[src/hdl/u8d_pkg.sv]
// Shared types, codes and constants for the UTF-8 byte stream decoder.
`default_nettype none
package u8d_pkg;

  // Default queue depths (powers of two)
  localparam int unsigned QueueDepthDefault = 4;
  localparam int unsigned OutDepthDefault   = 2;

  localparam int unsigned CpWidth = 21;

  // Byte classes found by the front end
  localparam logic [2:0] CLS_ASCII = 3'd0;
  localparam logic [2:0] CLS_LEAD2 = 3'd1;
  localparam logic [2:0] CLS_LEAD3 = 3'd2;
  localparam logic [2:0] CLS_LEAD4 = 3'd3;
  localparam logic [2:0] CLS_BAD   = 3'd4;

  // Result status codes
  localparam logic [1:0] ST_OK        = 2'd0;
  localparam logic [1:0] ST_BAD_LEAD  = 2'd1;
  localparam logic [1:0] ST_TRUNC     = 2'd2;
  localparam logic [1:0] ST_DISCARDED = 2'd3;

  typedef struct packed {
    logic [7:0] text_byte;
    logic       end_of_text;
  } in_item_t;

  typedef struct packed {
    logic [CpWidth-1:0] code_point;
    logic [1:0]         status;
    logic               text_done;
  } out_item_t;

  // Classified byte handed from front to back
  typedef struct packed {
    logic [2:0]         cls;
    logic [CpWidth-1:0] lead_point;
    logic [5:0]         cont_bits;
    logic               eot;
  } cls_item_t;

endpackage : u8d_pkg
`default_nettype wire

[src/hdl/utf8_byte_stream_decoder.sv]
// Top level of the UTF-8 byte stream decoder: front, queue, back and result queue.
// Throughput: one byte per cycle sustained, with both sides free to stall on their own.
// A result is visible once its byte has passed the front register, the queue and the back
// end's write into the result queue, later while the queues hold backlog.
// Reset: synchronous rst empties both queues and clears the sequence state.
`default_nettype none
module utf8_byte_stream_decoder
  import u8d_pkg::*;
#(
  parameter int unsigned QUEUE_DEPTH = QueueDepthDefault,
  parameter int unsigned OUT_DEPTH   = OutDepthDefault
) (
  input  wire           clk,
  input  wire           rst,
  input  wire           push,
  input  wire in_item_t item,
  output logic          full,
  output out_item_t     result,
  output logic          empty,
  input  wire           pop
);

  logic      q_wr;
  cls_item_t q_wdata;
  logic      q_full;
  logic      q_rd;
  cls_item_t q_rdata;
  logic      q_empty;
  logic      res_wr;
  out_item_t res_wdata;
  logic      res_full;

  // Accept and classify bytes
  u8d_front u_front (
    .clk    (clk),
    .rst    (rst),
    .push   (push),
    .item   (item),
    .full   (full),
    .q_wr   (q_wr),
    .q_data (q_wdata),
    .q_full (q_full)
  );

  // Decouple front and back
  u8d_fifo #(
    .item_t (cls_item_t),
    .DEPTH  (QUEUE_DEPTH)
  ) u_queue (
    .clk     (clk),
    .rst     (rst),
    .wr_en   (q_wr),
    .wr_data (q_wdata),
    .full    (q_full),
    .rd_en   (q_rd),
    .rd_data (q_rdata),
    .empty   (q_empty)
  );

  // Decode sequences
  u8d_back u_back (
    .clk      (clk),
    .rst      (rst),
    .q_empty  (q_empty),
    .q_data   (q_rdata),
    .q_rd     (q_rd),
    .res_wr   (res_wr),
    .res_data (res_wdata),
    .res_full (res_full)
  );

  // Hold results until popped
  u8d_fifo #(
    .item_t (out_item_t),
    .DEPTH  (OUT_DEPTH)
  ) u_results (
    .clk     (clk),
    .rst     (rst),
    .wr_en   (res_wr),
    .wr_data (res_wdata),
    .full    (res_full),
    .rd_en   (pop),
    .rd_data (result),
    .empty   (empty)
  );

endmodule : utf8_byte_stream_decoder
`default_nettype wire

[src/hdl/u8d_fifo.sv]
// Small register queue used between front and back and at the result side.
`default_nettype none
module u8d_fifo
  import u8d_pkg::*;
#(
  parameter type         item_t = logic,
  parameter int unsigned DEPTH  = 4
) (
  input  wire        clk,
  input  wire        rst,
  input  wire        wr_en,
  input  wire item_t wr_data,
  output logic       full,
  input  wire        rd_en,
  output item_t      rd_data,
  output logic       empty
);

  localparam int unsigned PtrW = (DEPTH > 1) ? $clog2(DEPTH) : 1;
  localparam int unsigned CntW = $clog2(DEPTH + 1);

  item_t            mem [DEPTH];
  logic [PtrW-1:0]  wr_ptr;
  logic [PtrW-1:0]  rd_ptr;
  logic [CntW-1:0]  count;

  logic do_wr;
  logic do_rd;

  assign full    = (count == CntW'(DEPTH));
  assign empty   = (count == '0);
  assign do_wr   = wr_en && !full;
  assign do_rd   = rd_en && !empty;
  assign rd_data = mem[rd_ptr];

  // Store a beat at the tail
  always_ff @(posedge clk) begin
    if (do_wr) begin
      mem[wr_ptr] <= wr_data;
    end
  end

  // Advance pointers and track fill
  always_ff @(posedge clk) begin
    if (rst) begin
      wr_ptr <= '0;
      rd_ptr <= '0;
      count  <= '0;
    end else begin
      if (do_wr) begin
        wr_ptr <= (wr_ptr == PtrW'(DEPTH - 1)) ? '0 : wr_ptr + 1'b1;
      end
      if (do_rd) begin
        rd_ptr <= (rd_ptr == PtrW'(DEPTH - 1)) ? '0 : rd_ptr + 1'b1;
      end
      if (do_wr && !do_rd) begin
        count <= count + 1'b1;
      end else if (do_rd && !do_wr) begin
        count <= count - 1'b1;
      end
    end
  end

endmodule : u8d_fifo
`default_nettype wire

[src/hdl/u8d_front.sv]
// Front end: accepts bytes, classifies lead patterns and registers the result.
`default_nettype none
module u8d_front
  import u8d_pkg::*;
(
  input  wire           clk,
  input  wire           rst,
  input  wire           push,
  input  wire in_item_t item,
  output logic          full,
  output logic          q_wr,
  output cls_item_t     q_data,
  input  wire           q_full
);

  logic      front_valid;
  logic      front_valid_next;
  cls_item_t front_item;
  cls_item_t cls_next;
  logic      take;

  assign q_wr   = front_valid && !q_full;
  assign q_data = front_item;
  assign full   = front_valid && q_full;
  assign take   = push && !full;

  // Classify the byte and place lead payload bits
  always_comb begin
    cls_next            = '0;
    cls_next.eot        = item.end_of_text;
    cls_next.cont_bits  = item.text_byte[5:0];
    priority if (item.text_byte[7] == 1'b0) begin
      cls_next.cls        = CLS_ASCII;
      cls_next.lead_point = CpWidth'(item.text_byte);
    end else if (item.text_byte[7:5] == 3'b110) begin
      cls_next.cls        = CLS_LEAD2;
      cls_next.lead_point = CpWidth'({item.text_byte[4:0], 6'b0});
    end else if (item.text_byte[7:4] == 4'b1110) begin
      cls_next.cls        = CLS_LEAD3;
      cls_next.lead_point = CpWidth'({item.text_byte[3:0], 12'b0});
    end else if (item.text_byte[7:3] == 5'b11110) begin
      cls_next.cls        = CLS_LEAD4;
      cls_next.lead_point = CpWidth'({item.text_byte[2:0], 18'b0});
    end else begin
      cls_next.cls        = CLS_BAD;
      cls_next.lead_point = '0;
    end
  end

  // Hold the stage until the queue takes it
  always_comb begin
    front_valid_next = front_valid;
    if (take) begin
      front_valid_next = 1'b1;
    end else if (q_wr) begin
      front_valid_next = 1'b0;
    end
  end

  always_ff @(posedge clk) begin
    if (rst) begin
      front_valid <= 1'b0;
    end else begin
      front_valid <= front_valid_next;
    end
  end

  always_ff @(posedge clk) begin
    if (take) begin
      front_item <= cls_next;
    end
  end

endmodule : u8d_front
`default_nettype wire

[src/hdl/u8d_back.sv]
// Back end: sequence state, code point assembly and result generation.
`default_nettype none
module u8d_back
  import u8d_pkg::*;
(
  input  wire            clk,
  input  wire            rst,
  input  wire            q_empty,
  input  wire cls_item_t q_data,
  output logic           q_rd,
  output logic           res_wr,
  output out_item_t      res_data,
  input  wire            res_full
);

  logic [1:0]         bytes_remaining;
  logic [1:0]         bytes_remaining_next;
  logic [CpWidth-1:0] partial_point;
  logic [CpWidth-1:0] partial_point_next;
  logic               discarding;
  logic               discarding_next;
  logic               emit;
  logic [CpWidth-1:0] merged;
  logic [CpWidth-1:0] cont_shifted;

  assign q_rd   = !q_empty && !res_full;
  assign res_wr = q_rd && emit;

  // Place continuation bits by how many bytes remain
  always_comb begin
    unique case (bytes_remaining)
      2'd2:    cont_shifted = CpWidth'({q_data.cont_bits, 6'b0});
      2'd3:    cont_shifted = CpWidth'({q_data.cont_bits, 12'b0});
      default: cont_shifted = CpWidth'(q_data.cont_bits);
    endcase
    merged = partial_point | cont_shifted;
  end

  // Step the decoder for one beat
  always_comb begin
    bytes_remaining_next = bytes_remaining;
    partial_point_next   = partial_point;
    discarding_next      = discarding;
    emit                 = 1'b0;
    res_data             = '0;
    res_data.text_done   = q_data.eot;
    if (discarding) begin
      if (q_data.eot) begin
        emit               = 1'b1;
        res_data.status    = ST_DISCARDED;
        discarding_next    = 1'b0;
        partial_point_next = '0;
      end
    end else if (bytes_remaining == 2'd0) begin
      unique case (q_data.cls)
        CLS_ASCII: begin
          emit                = 1'b1;
          res_data.code_point = q_data.lead_point;
          res_data.status     = ST_OK;
        end
        CLS_LEAD2, CLS_LEAD3, CLS_LEAD4: begin
          if (q_data.eot) begin
            emit               = 1'b1;
            res_data.status    = ST_TRUNC;
            partial_point_next = '0;
          end else begin
            partial_point_next   = q_data.lead_point;
            bytes_remaining_next = (q_data.cls == CLS_LEAD2) ? 2'd1 :
                                   (q_data.cls == CLS_LEAD3) ? 2'd2 : 2'd3;
          end
        end
        default: begin
          emit               = 1'b1;
          res_data.status    = ST_BAD_LEAD;
          partial_point_next = '0;
          discarding_next    = !q_data.eot;
        end
      endcase
    end else begin
      bytes_remaining_next = bytes_remaining - 2'd1;
      if (bytes_remaining == 2'd1) begin
        emit                = 1'b1;
        res_data.code_point = merged;
        res_data.status     = ST_OK;
        partial_point_next  = '0;
      end else if (q_data.eot) begin
        emit                 = 1'b1;
        res_data.status      = ST_TRUNC;
        partial_point_next   = '0;
        bytes_remaining_next = 2'd0;
      end else begin
        partial_point_next = merged;
      end
    end
  end

  always_ff @(posedge clk) begin
    if (rst) begin
      bytes_remaining <= '0;
      partial_point   <= '0;
      discarding      <= 1'b0;
    end else if (q_rd) begin
      bytes_remaining <= bytes_remaining_next;
      partial_point   <= partial_point_next;
      discarding      <= discarding_next;
    end
  end

  // Discard mode only starts from an idle sequence
  a_discard_idle: assert property (@(posedge clk) disable iff (rst)
    discarding |-> (bytes_remaining == 2'd0))
    else $error("discarding while a sequence is open");

  // Text end leaves all state clear
  a_done_clears: assert property (@(posedge clk) disable iff (rst)
    (res_wr && res_data.text_done) |=>
      (bytes_remaining == 2'd0 && partial_point == '0 && !discarding))
    else $error("state not cleared after text end");

  // Error results carry no code point
  a_err_zero: assert property (@(posedge clk) disable iff (rst)
    (res_wr && res_data.status != ST_OK) |-> (res_data.code_point == '0))
    else $error("error result with nonzero code point");

  // No beat taken while the result queue is full
  a_no_overrun: assert property (@(posedge clk) disable iff (rst)
    res_full |-> !q_rd)
    else $error("beat consumed with result queue full");

endmodule : u8d_back
`default_nettype wire

[config.mk]
export PLATFORM = sky130hd
export DESIGN_NAME = utf8_byte_stream_decoder
export DESIGN_NICKNAME = d
export VERILOG_FILES = /design/src/hdl/u8d_pkg.sv /design/src/hdl/utf8_byte_stream_decoder.sv /design/src/hdl/u8d_fifo.sv /design/src/hdl/u8d_front.sv /design/src/hdl/u8d_back.sv
export SDC_FILE = /design/constraint.sdc
export NUM_CORES = 1
export LEC_CHECK = 0
export ABC_AREA = 1
export BUFFER_PORTS_ARGS = -buffer_cell sky130_fd_sc_hd__buf_2
export CAP_MARGIN = 20
export CORE_AREA = 2 2 113 143
export DETAILED_ROUTE_END_ITERATION = 10
export DIE_AREA = 0 0 115 145
export PLACE_DENSITY = 0.91
export SLEW_MARGIN = 0
export SYNTH_ARGS = -nofsm -noshare
export SYNTH_HDL_FRONTEND = slang
export SYNTH_SLANG_ARGS = --single-unit
[constraint.sdc]
create_clock -name clk -period 5.3 [get_ports clk]
set_input_delay 0.265 -clock clk [delete_from_list [all_inputs] [get_ports clk]]
set_output_delay 0.265 -clock clk [all_outputs]
set_load 0.02 [all_outputs]
Yosys cells after proc, flatten, opt, wreduce, memory -nomap -nowiden:

Memories as Yosys holds them, arrays and structs flattened. A register that Yosys moved wholly into a read port is not among the register bits.
Cells that the tools add are included.

* add/sub/neg operators: 9
* eq/ne operators: 17
* mux-type cells: 55
* bitwise operators: 4
* reduce and logical (&&, ||, !) cells: 37

Operators by type and width (count)
* $mux W21: 9
* $mux W23: 2
* $pmux W21 S2: 1
* $pmux W18 S2: 1
* $mux W2: 16
* $mux W24: 1
* $mux W22: 1
* $or A21 B18 Y21: 1
* $mux W1: 20
* $logic_and A1 B1 Y1: 13
* $eq A2 B2 Y1 const B: 5
* $logic_not A1 Y1: 10
* $reduce_or A4 Y1: 2
* $mux W7: 1
* $add A2 B1 Y2 const B: 3
* $eq A3 B2 Y1 const B: 2
* $eq A3 B3 Y1 const B: 2
* $logic_not A3 Y1: 2
* $mux W3: 2
* $reduce_bool A2 Y1: 3
* $reduce_or A3 Y1: 2
* $eq A5 B5 Y1 const B: 1
* $eq A4 B4 Y1 const B: 1
* $logic_not A2 Y1: 2
* 14 further kinds: 19

* register bits after elaboration: 67
* memory bits (writable): 172
* input port bits: 13
* output and inout port bits: 26
* logic and storage cells: 144
* memories kept: 2

Memory list
* u_queue.mem: depth 4, bits a word 31, read ports 1, clocked after memory_dff 1, write ports 1, line u8d_fifo.sv:22 `item_t mem [DEPTH];`
* u_results.mem: depth 2, bits a word 24, read ports 1, clocked after memory_dff 1, write ports 1, line u8d_fifo.sv:22

Longest topological paths before layout:

Gate-level depths: netlist (run 1).

* depth after elaboration: 11
* gate-level depth with buffers: 16
* depth with buffers taken out: 15

By module:

Synthesis (run 1) repeated with hierarchy kept, for this count alone.

* cells, all modules: 883
* area, all modules: 10271.1 um^2

Modules (own cells, without submodules)
* u8d_fifo (u_queue): times used 1, cells each 371, area an instance 5144.9 um^2, seq. area each 3903.7 um^2
* u8d_fifo (u_results): times used 1, cells each 112, area an instance 2090.8 um^2, seq. area each 1541.5 um^2
* u8d_back: times used 1, cells each 320, area an instance 1905.6 um^2, seq. area each 480.5 um^2
* u8d_front: times used 1, cells each 80, area an instance 1129.8 um^2, seq. area each 860.8 um^2

Worst setup path after synthesis (run 1):

OpenSTA, ideal clock, no wires.

* path type: flip-flop to flip-flop
* start point: reg (tool-made name)
* end point: mem u_results.mem[0][0] (netlist bit), enable pin
* setup time: 405 ps
* arrival: 2242 ps
* data required time: 4895 ps
* path slack: 2653 ps
* cell stages (with the launch flop): 11
* buffers on the path: 2
* period minus slack after synthesis: 2647 ps
* path through: dfxtp_1 -> buf_4 -> nand2_1 -> nand3_1 -> nand2_1 -> buf_4 -> nand3_1 -> nand2_2 -> nand2_1 -> nand2_1 -> nor2_1

RTL lines (line)
* end, declared: u8d_fifo.sv:22

==> impl_metrics.env, run 1 <==
export IMPL_utilization_pct=70.2
export IMPL_clk_path_buf_depth=3
export IMPL_synth_warnings=0
export IMPL_clockPowerShare_pct=22.4
export IMPL_start_kind="flip-flop"
export IMPL_yosys_top_cells_area="edfxtp_1 (58%), dfxtp_1 (8.0%), nand2_1 (8.0%), nand3_1 (6.6%), mux2_2 (2.8%)"
export IMPL_die_w_um=115
export IMPL_firstDrtPassIters=6
export IMPL_grt_use_total_pct=24.1
export IMPL_postRouteAntennaNets=0
export IMPL_grt_max_degree=58
export IMPL_num_antenna_cells=0
export IMPL_p_int_mw=3.78
export IMPL_fillerInstances=1046
export IMPL_synth_main_ff_cell="edfxtp_1"
export IMPL_ys_seq_area_share_pct=65.5
export IMPL_syn_area_um2=9810
export IMPL_status="finished, final reports clean"
export IMPL_seq_power_share_pct=40.6
export IMPL_fin_nets=936
export IMPL_power_frac_comb_pct=37.0
export IMPL_clockRootBuffer="clkbuf_16"
export IMPL_drive_gt1_share_pct=17.5
export IMPL_setup_viol=0
export IMPL_hp_start="push"
export IMPL_drtIter0Drc=597
export IMPL_max_freq_mhz=270
export IMPL_overflow=0
export IMPL_ys_types=36
export IMPL_syn_to_final_growth_pct=9.68
export IMPL_tns_ns=0
export IMPL_critPathRequiredTime_ns=5.41
export IMPL_path_class="reg2reg"
export IMPL_crit_fanout=57
export IMPL_cts_setup_buffers=0
export IMPL_cts_max_level=1
export IMPL_tightest_slew_ns=1.08
export IMPL_ctsResizeCount=0
export IMPL_insertion_delay_ns=0.50
export IMPL_wl_per_cell_um=17.8
export IMPL_period_share_pct=69.9
export IMPL_regArea_um2=6430
export IMPL_clock_sinks=227
export IMPL_vdd_ir_drop_max_uv=332
export IMPL_drc=0
export IMPL_stdcell_count=1110
export IMPL_cap_violations=0
export IMPL_fin_skew_ns=0.0186
export IMPL_numPortBuffers=38
export IMPL_hold_path_class="in2reg"
export IMPL_critPathArrivalTime_ns=3.82
export IMPL_cts_reportedPaths_clkPinSlew_ns=0.07
export IMPL_cellPowerDensity_nw_per_um2=572
export IMPL_period_minus_slack_ns=3.70
export IMPL_grt_first_pass_wirelength_um=31300
export IMPL_synth_edff_count=188
export IMPL_power_switching_mw=2.37
export IMPL_yosysTopAreaCell="edfxtp_1"
export IMPL_finalHoldViolCount=0
export IMPL_vias=6487
export IMPL_cp_end_kind="flip-flop"
export IMPL_async_reset_ff_share_pct=0
export IMPL_routabilityCongestion=0.912
export IMPL_whs_ns=0.0678
export IMPL_synth_fp_nets=903
export IMPL_grt_pass1_vias=6185
export IMPL_io_pins=39
export IMPL_die_h_um=145
export IMPL_ys_ff_latch=227
export IMPL_core_um2=15300
export IMPL_p_leak_nw=4.10
export IMPL_hpwl_um=12600
export IMPL_grt_setup_unrepaired="no"
export IMPL_placementRows=51
export IMPL_die_area_um2=16700
export IMPL_place_inst=1066
export IMPL_avgSynthCellArea_um2=11.2
export IMPL_p_sw_share_pct=38.5
export IMPL_wirelength_um=19700
export IMPL_syn_inst=878
export IMPL_drv_slew=0
export IMPL_start_util_pct=64.0
export IMPL_synth_top_area_share_pct=57.6
export IMPL_antenna_found_initial=0
export IMPL_total_power_mw=6.15
export IMPL_cts_made_buffers=20
export IMPL_relSlewSlack_pct=27.8
export IMPL_multi_input_area_um2=2930
export IMPL_viasPerCell=5.84
export IMPL_cts_tree="done"
## routing by layer
layer	part of all wire [%]	vias to the layer above	wire length (um)	GRT usage [%]
li1	-	3079	-	-
met1	38	3037	7400	30.0
met2	52	314	10200	41.1
met3	7.2	57	1420	3.80
met4	3.7	0	722	10.6
met5	0	-	0	0
## metrics by stage
step           instance area (um^2)  setup WS [ns]
2_1_floorplan                  9810           2.65
3_3_place_gp                  10000           1.61
3_5_place_dp                  10000           1.49
4_1_cts                       10700           1.44
5_1_grt                       10800           1.29
6_report                      10800           1.60
## placed cells by master, fill, tap and decap left out, types with 3 or more instances in the layout
cell type	n
buf_4	7
ha_1	11
mux2_2	24
nand2_4	5
clkbuf_16	21
edfxtp_1	188
o21ai_0	26
o21ai_2	10
clkbuf_8	3
nand2_1	208
nor2_2	5
nand3_1	130
nor2_1	56
clkinv_2	5
inv_2	3
a21oi_1	24
dlygate4sd3_1	7
inv_1	52
nand3b_1	4
o22ai_1	4
nand2_2	16
buf_2	38
o21ai_1	3
clkinv_1	3
dfxtp_1	39
a21oi_2	13
## path summary, 6_finish.rpt
kind / slack (ns) / depth (start not counted) / end
max reg2reg: 1.60 / 10 / u_results.mem[1][7]
min: 0.07 / 3 / u_front.front_valid
min reg2reg: 0.47 / 2 / u_back.partial_point[3]
max: 1.60 / 10 / u_results.mem[1][7]
## area by class of cell
type | count | area share [%]
flip-flops and latches | 227 | 59.7
multi-input cells | 553 | 27.3
clock buffers | 25 | 5.30
repair buffers | 53 | 3.01
well taps | 185 | 2.15
inverters | 56 | 1.95
clock inverters | 11 | 0.570
## cell families after synthesis
group	share of synthesized area [%]
compound gates	5.65
xor+xnor	0.179
fa+ha+maj	1.61
buf+inv	4.69
flops	65.5
mux	2.76
simple gates	19.6
## repair_timing
item | CTS | global route
endpoints found under the setup margin | 0 | 0
hold buffers | 7 | 0
hold endpoints to repair | 7 | 0
## critical path: stages, from the launching register on
cell	delay, ns
dfxtp_1	0.31
buf_4	0.29
inv_2	0.71
nand2_1	0.12
nand3_1	0.10
nand2_1	0.41
nand3_1	0.29
nand2_2	0.12
nand2_1	0.12
nand3_1	0.10
inv_1	0.69
## registers in the layout (all words and copies together) (netlist names), named ones only
register and flops:
u_front.front_valid 1, u_queue.wr_ptr 2, u_results.wr_ptr 1, u_queue.count 3, u_back.partial_point 21, u_back.bytes_remaining 2
u_results.rd_ptr 1, u_results.count 2, u_queue.rd_ptr 2, u_back.discarding 1, u_front.q_data 28, u_results.mem 48
u_queue.mem 112
## Yosys cell counts, types with 2 or more instances
| cell type | number |
|---|---|
| o21ai_1 | 3 |
| dfxtp_1 | 39 |
| nand2_4 | 5 |
| nor2_4 | 2 |
| a211oi_1 | 2 |
| buf_4 | 6 |
| nand3_1 | 130 |
| nor2_1 | 61 |
| buf_2 | 13 |
| o21ai_0 | 26 |
| a21oi_1 | 24 |
| xor2_1 | 2 |
| inv_2 | 3 |
| nand2_2 | 16 |
| buf_1 | 6 |
| buf_6 | 5 |
| mux2_2 | 24 |
| a21oi_2 | 13 |
| inv_1 | 52 |
| clkbuf_1 | 11 |
| ha_1 | 11 |
| o21ai_2 | 10 |
| o22ai_1 | 4 |
| nand2_1 | 208 |
| edfxtp_1 | 188 |
| nand3b_1 | 4 |
## power by group through the flow
| stage | clock, mW | combinational, mW | sequential [mW] |
|---|---|---|---|
| finish | 1.38 | 2.27 | 2.50 |
| floorplan | 0 | 1.81 | 2.48 |
| global placement | 0 | 2.15 | 2.51 |
| detailed placement | 0 | 2.20 | 2.53 |
| CTS | 1.39 | 2.23 | 2.50 |
| global route | 1.46 | 2.49 | 2.53 |
No activity file was read; power rests on OpenSTA's default activity.
==> run 2: changes to the inputs <==
- CORE_AREA: 2 2 113 143 -> 2 2 117 147
- DIE_AREA: 0 0 115 145 -> 0 0 119 149
- PLACE_DENSITY: 0.91 -> 0.87
- clock period: 5.3 -> 3.42 ns (I/O delays scaled with it)
==> impl_metrics.env, run 2 (same netlist as run 1, synthesis figures left out) <==
export IMPL_fin_skew_ns=0.0128
export IMPL_grt_pass1_vias=6230
export IMPL_vdd_ir_drop_max_uv=480
export IMPL_vias=6500
export IMPL_start_util_pct=59.4
export IMPL_cp_cell_sequence="buf_4 > nand2_1 > nand3_2 > nand2_2 > nand2_2 > nand3_1 > nand2_2 > nand2_1 > nand2_1 > inv_1 > ha_1 > a21oi_1 > o21ai_0 > o21ai_0 > a21oi_1"
export IMPL_syn_to_final_growth_pct=11.6
export IMPL_viasPerCell=5.63
export IMPL_top_layer="met4"
export IMPL_tightest_slew_ns=1.03
export IMPL_wl_met1_um=7600
export IMPL_grt_first_pass_wirelength_um=31300
export IMPL_cellPowerDensity_nw_per_um2=889
export IMPL_clockRootBuffer="clkbuf_16"
export IMPL_setup_viol=0
export IMPL_place_inst=1109
export IMPL_stdcell_count=1155
export IMPL_whs_ns=0.0757
export IMPL_path_class="reg2reg"
export IMPL_hold_path_class="in2reg"
export IMPL_firstDrtPassIters=5
export IMPL_status="finished, final reports clean"
export IMPL_core_um2=16500
export IMPL_die_area_um2=17700
export IMPL_insertion_delay_ns=0.49
export IMPL_num_antenna_cells=0
export IMPL_cap_violations=0
export IMPL_cts_reportedPaths_clkPinSlew_ns=0.06
export IMPL_postRouteAntennaNets=0
export IMPL_period_share_pct=85.0
export IMPL_placementRows=53
export IMPL_met2_length_um=10100
export IMPL_io_pins=39
export IMPL_relSlewSlack_pct=31.4
export IMPL_wl_met3_um=1390
export IMPL_largest_reg_flops=112
export IMPL_multi_input_area_um2=2930
export IMPL_p_leak_nw=4.18
export IMPL_clock_sinks=227
export IMPL_antenna_found_initial=0
export IMPL_finalHoldViolCount=0
export IMPL_wl_per_cell_um=16.9
export IMPL_clk_path_buf_depth=3
export IMPL_critPathRequiredTime_ns=3.79
export IMPL_hpwl_um=12500
export IMPL_grt_setup_unrepaired="no"
export IMPL_timing_critical_path_buf_inv=2
export IMPL_cts_max_level=1
export IMPL_die_h_um=149
export IMPL_drive_gt1_share_pct=18.1
export IMPL_period_minus_slack_ns=2.91
export IMPL_grt_max_degree=57
export IMPL_overflow=0
export IMPL_fin_nets=946
export IMPL_numPortBuffers=38
export IMPL_routabilityCongestion=0.927
export IMPL_cp_slowest_cell="buf_4"
export IMPL_utilization_pct=66.3
export IMPL_start_kind="flip-flop"
export IMPL_crit_fanout=56
export IMPL_final_cell_mix="nand2_1 (208), edfxtp_1 (188), nand3_1 (130), nor2_1 (56), inv_1 (52)"
export IMPL_grt_use_total_pct=22.3
export IMPL_critPathArrivalTime_ns=3.27
export IMPL_die_w_um=119
export IMPL_cts_made_buffers=21
export IMPL_critPathTopFamily="simple AND/OR/NAND/NOR gates"
export IMPL_tns_ns=0
export IMPL_total_power_mw=9.73
export IMPL_wirelength_um=19500
export IMPL_regArea_um2=6430
export IMPL_cp_slowest_stage_delay_ns=0.46
export IMPL_max_flop_register="u_queue.mem"
export IMPL_max_freq_mhz=344
export IMPL_cp_end_kind="flip-flop"
export IMPL_final_common_cell="nand2_1"
export IMPL_fillerInstances=1159
export IMPL_cts_tree="done"
export IMPL_drtIter0Drc=642
export IMPL_drv_slew=0
export IMPL_drc=0
[run 2: cell count changes in the layout (fill, tap and decap cells not counted), moves of 2 or more]
cell / change
clkbuf_8: -2
clkinv_1: -2
bufinv_16: +3
buf_4: +8
clkbuf_1: +4
[run 2: per-layer routing]
layer	GRT usage (%)	vias to the layer above
li1	-	3100
met1	28.5	3053
met2	39.7	305
met3	2.45	42
met4	7.62	0
met5	0	-
[run 2: metrics by stage]
stage	setup slack, ns	instance area [um^2]
2_1_floorplan	0.773	9810
3_3_place_gp	0.671	10100
3_5_place_dp	0.559	10100
4_1_cts	0.543	10900
5_1_grt	0.217	10900
6_report	0.514	10900
[run 2: cell type report]
| type | instances | share of cell area (%) |
|---|---|---|
| Multi-Input combinational cell | 553 | 26.8 |
| Clock buffer | 27 | 5.10 |
| Timing Repair Buffer | 62 | 3.75 |
| Inverter | 56 | 1.92 |
| Tap cell | 220 | 2.52 |
| Sequential cell | 227 | 58.7 |
| Clock inverter | 10 | 1.19 |
[run 2: path summary, 6_finish.rpt]
| kind | cells past startpoint | slack [ns] | startpoint | to |
|---|---|---|---|---|
| max | 15 | 0.51 | flip-flop | u_results.count[1] |
| min | 2 | 0.08 | item[8] | u_front.q_data[7] |
| max reg2reg | 15 | 0.51 | flip-flop | u_results.count[1] |
| min reg2reg | 2 | 0.46 | u_back.partial_point[17] | u_back.partial_point[17] |
[run 2: power by group]
group / internal, mW / total [mW] / leakage [nW] / switching, mW
combinational: 1.08 / 3.55 / 1.76 / 2.47
clock: 1.38 / 2.32 / 0.334 / 0.938
sequential: 3.63 / 3.86 / 2.08 / 0.238
total: 6.09 / 9.73 / 4.18 / 3.64
[run 2: repair_timing]
action | CTS | global route
hold endpoints to repair | 8 | 0
gates resized for setup | 0 | 0
hold buffers | 8 | 0
setup buffers | 0 | 0
==> run 3: changes to the inputs <==
- CORE_AREA: 2 2 117 147 -> 2 2 122 153
- DIE_AREA: 0 0 119 149 -> 0 0 124 155
- PLACE_DENSITY: 0.87 -> 0.84
- clock period: 3.42 -> 2.5 ns (I/O delays scaled with it)
==> impl_metrics.env, run 3 (same netlist as run 1, synthesis figures left out) <==
export IMPL_viasPerCell=5.55
export IMPL_num_antenna_cells=0
export IMPL_cts_made_buffers=21
export IMPL_drc=0
export IMPL_core_um2=17900
export IMPL_drtIter0Drc=605
export IMPL_cts_reportedPaths_clkPinSlew_ns=0.06
export IMPL_p_int_mw=8.23
export IMPL_firstDrtPassIters=6
export IMPL_largest_reg_flops=112
export IMPL_tightest_slew_ns=0.537
export IMPL_grt_max_degree=43
export IMPL_antenna_found_initial=0
export IMPL_overflow=0
export IMPL_fin_skew_ns=0.0227
export IMPL_cellPowerDensity_nw_per_um2=1210
export IMPL_numPortBuffers=38
export IMPL_ctsResizeCount=0
export IMPL_clk_path_buf_depth=3
export IMPL_wl_per_cell_um=16.8
export IMPL_regArea_um2=6430
export IMPL_tns_ns=0
export IMPL_syn_to_final_growth_pct=12.3
export IMPL_cts_tree="done"
export IMPL_relSlewSlack_pct=64.2
export IMPL_die_w_um=124
export IMPL_drive_gt1_share_pct=18.8
export IMPL_path_class="reg2reg"
export IMPL_whs_ns=0.0245
export IMPL_critPathArrivalTime_ns=2.67
export IMPL_utilization_pct=61.5
export IMPL_crit_fanout=15
export IMPL_p_sw_share_pct=37.9
export IMPL_routabilityCongestion=0.886
export IMPL_place_inst=1128
export IMPL_start_util_pct=54.8
export IMPL_final_common_cell="nand2_1"
export IMPL_clock_sinks=227
export IMPL_status="finished, final reports clean"
export IMPL_finalHoldViolCount=0
export IMPL_cp_slowest_cell="dfxtp_1"
export IMPL_cp_cell_sequence="inv_2 > nand2_1 > nand3_1 > nand2_2 > nand2_2 > nand3_1 > nand2_2 > nand2_1 > nand2_1 > inv_1 > ha_1 > a21oi_1 > o21ai_0 > o21ai_0 > a21oi_1"
export IMPL_grt_setup_unrepaired="no"
export IMPL_period_minus_slack_ns=2.29
export IMPL_drv_slew=0
export IMPL_cp_slowest_stage_delay_ns=0.34
export IMPL_setup_viol=0
export IMPL_placementRows=55
export IMPL_max_flop_register="u_queue.mem"
export IMPL_final_cell_mix="nand2_1 (208), edfxtp_1 (188), nand3_1 (130), nor2_1 (56), inv_1 (52)"
export IMPL_vias=6526
export IMPL_cp_end_kind="flip-flop"
export IMPL_vdd_ir_drop_max_uv=651
export IMPL_power_switching_mw=5.04
export IMPL_multi_input_area_um2=2930
export IMPL_cts_max_level=1
export IMPL_postRouteAntennaNets=0
export IMPL_fillerInstances=1333
export IMPL_fin_nets=958
export IMPL_p_leak_nw=4.22
export IMPL_reg2reg_to="u_results.count[1]"
export IMPL_stdcell_count=1176
export IMPL_insertion_delay_ns=0.51
export IMPL_seq_power_share_pct=39.6
export IMPL_power_frac_comb_pct=38.0
export IMPL_endpoint="u_results.count[1]"
export IMPL_io_pins=39
export IMPL_r2r_setup_slack_ns=0.21
export IMPL_clockPowerShare_pct=22.4
export IMPL_critPathRequiredTime_ns=2.88
export IMPL_period_share_pct=91.7
export IMPL_wirelength_um=19700
export IMPL_reg2reg_depth=15
export IMPL_hpwl_um=12900
export IMPL_clockRootBuffer="clkbuf_16"
export IMPL_cap_violations=0
export IMPL_hold_path_class="in2reg"
export IMPL_max_freq_mhz=436
export IMPL_grt_first_pass_wirelength_um=31800
export IMPL_grt_pass1_vias=6336
export IMPL_grt_use_total_pct=21.1
export IMPL_die_area_um2=19200
export IMPL_die_h_um=155
export IMPL_start_kind="flip-flop"
run 3: changes by cell type in the layout (fill, tap and decap cells not counted), sizes merged:
cell / delta
buf: +11
bufinv: -3
clkbuf: +5
clkinvlp: -2
dlygate4sd3: +1
inv: +1
run 3: metrics by stage:
stage	setup WS, ns	total power [mW]	cell area [um^2]
4_1_cts	0.226	13.3	11000
5_1_grt	0.0206	14.1	11000
3_3_place_gp	0.375	10.1	10300
6_report	0.207	13.3	11000
3_5_place_dp	0.238	10.3	10300
2_1_floorplan	0.185	9.08	9810
run 3: routing by layer:
metal / global-route usage (%) / up-vias / wire (um)
met5: 0 / - / 0
met4: 7.33 / 0 / 513
met3: 2.46 / 47 / 1290
met2: 36.7 / 250 / 10000
met1: 27.3 / 3100 / 7900
li1: - / 3129 / -
run 3: critical path: cells and delay by family (launching register included):
family,cells,cell delay (ns)
flip-flops,1,0.34
AO/OA/AOI/OAI,4,0.45
AND/OR/NAND/NOR,8,0.81
adder cells (fa/ha/maj),1,0.30
buffers and inverters,2,0.26
run 3: repair_timing:
action                                 4_1_cts  5_1_grt
endpoints found under the hold margin       12        0
hold buffers                                 9        0
setup buffers                                0        0
run 3: how the worst min path moves through the flow:
stage            start                 to  slack (ns)  depth (start not counted)
2_1_floorplan  item[0]  u_front.q_data[0]        0.22                          0
3_3_place_gp   item[1]  u_front.q_data[1]        0.32                          1
3_5_place_dp   item[3]  u_front.q_data[3]        0.32                          1
4_1_cts            pop   u_results.rd_ptr        0.01                          3
5_1_grt            pop          flip-flop        0.04                          3
6_report           pop   u_results.rd_ptr        0.02                          3
run 3: power by group through the flow:
stage	Combinational (mW)	Clock (mW)	Sequential (mW)
2_1_floorplan	3.83	0	5.25
3_3_place_gp	4.85	0	5.28
3_5_place_dp	4.96	0	5.33
4_1_cts	5.01	3.03	5.26
5_1_grt	5.58	3.16	5.33
6_report	5.04	2.98	5.25
run 3: cell type report:
cell class                      instances  share of cell area (%)
Clock buffer                           32                    5.51
Tap cell                              228                    2.59
Sequential cell                       227                    58.4
Clock inverter                          6                   0.295
Timing Repair Buffer                   74                    4.68
Inverter                               56                    1.91
Multi-Input combinational cell        553                    26.6
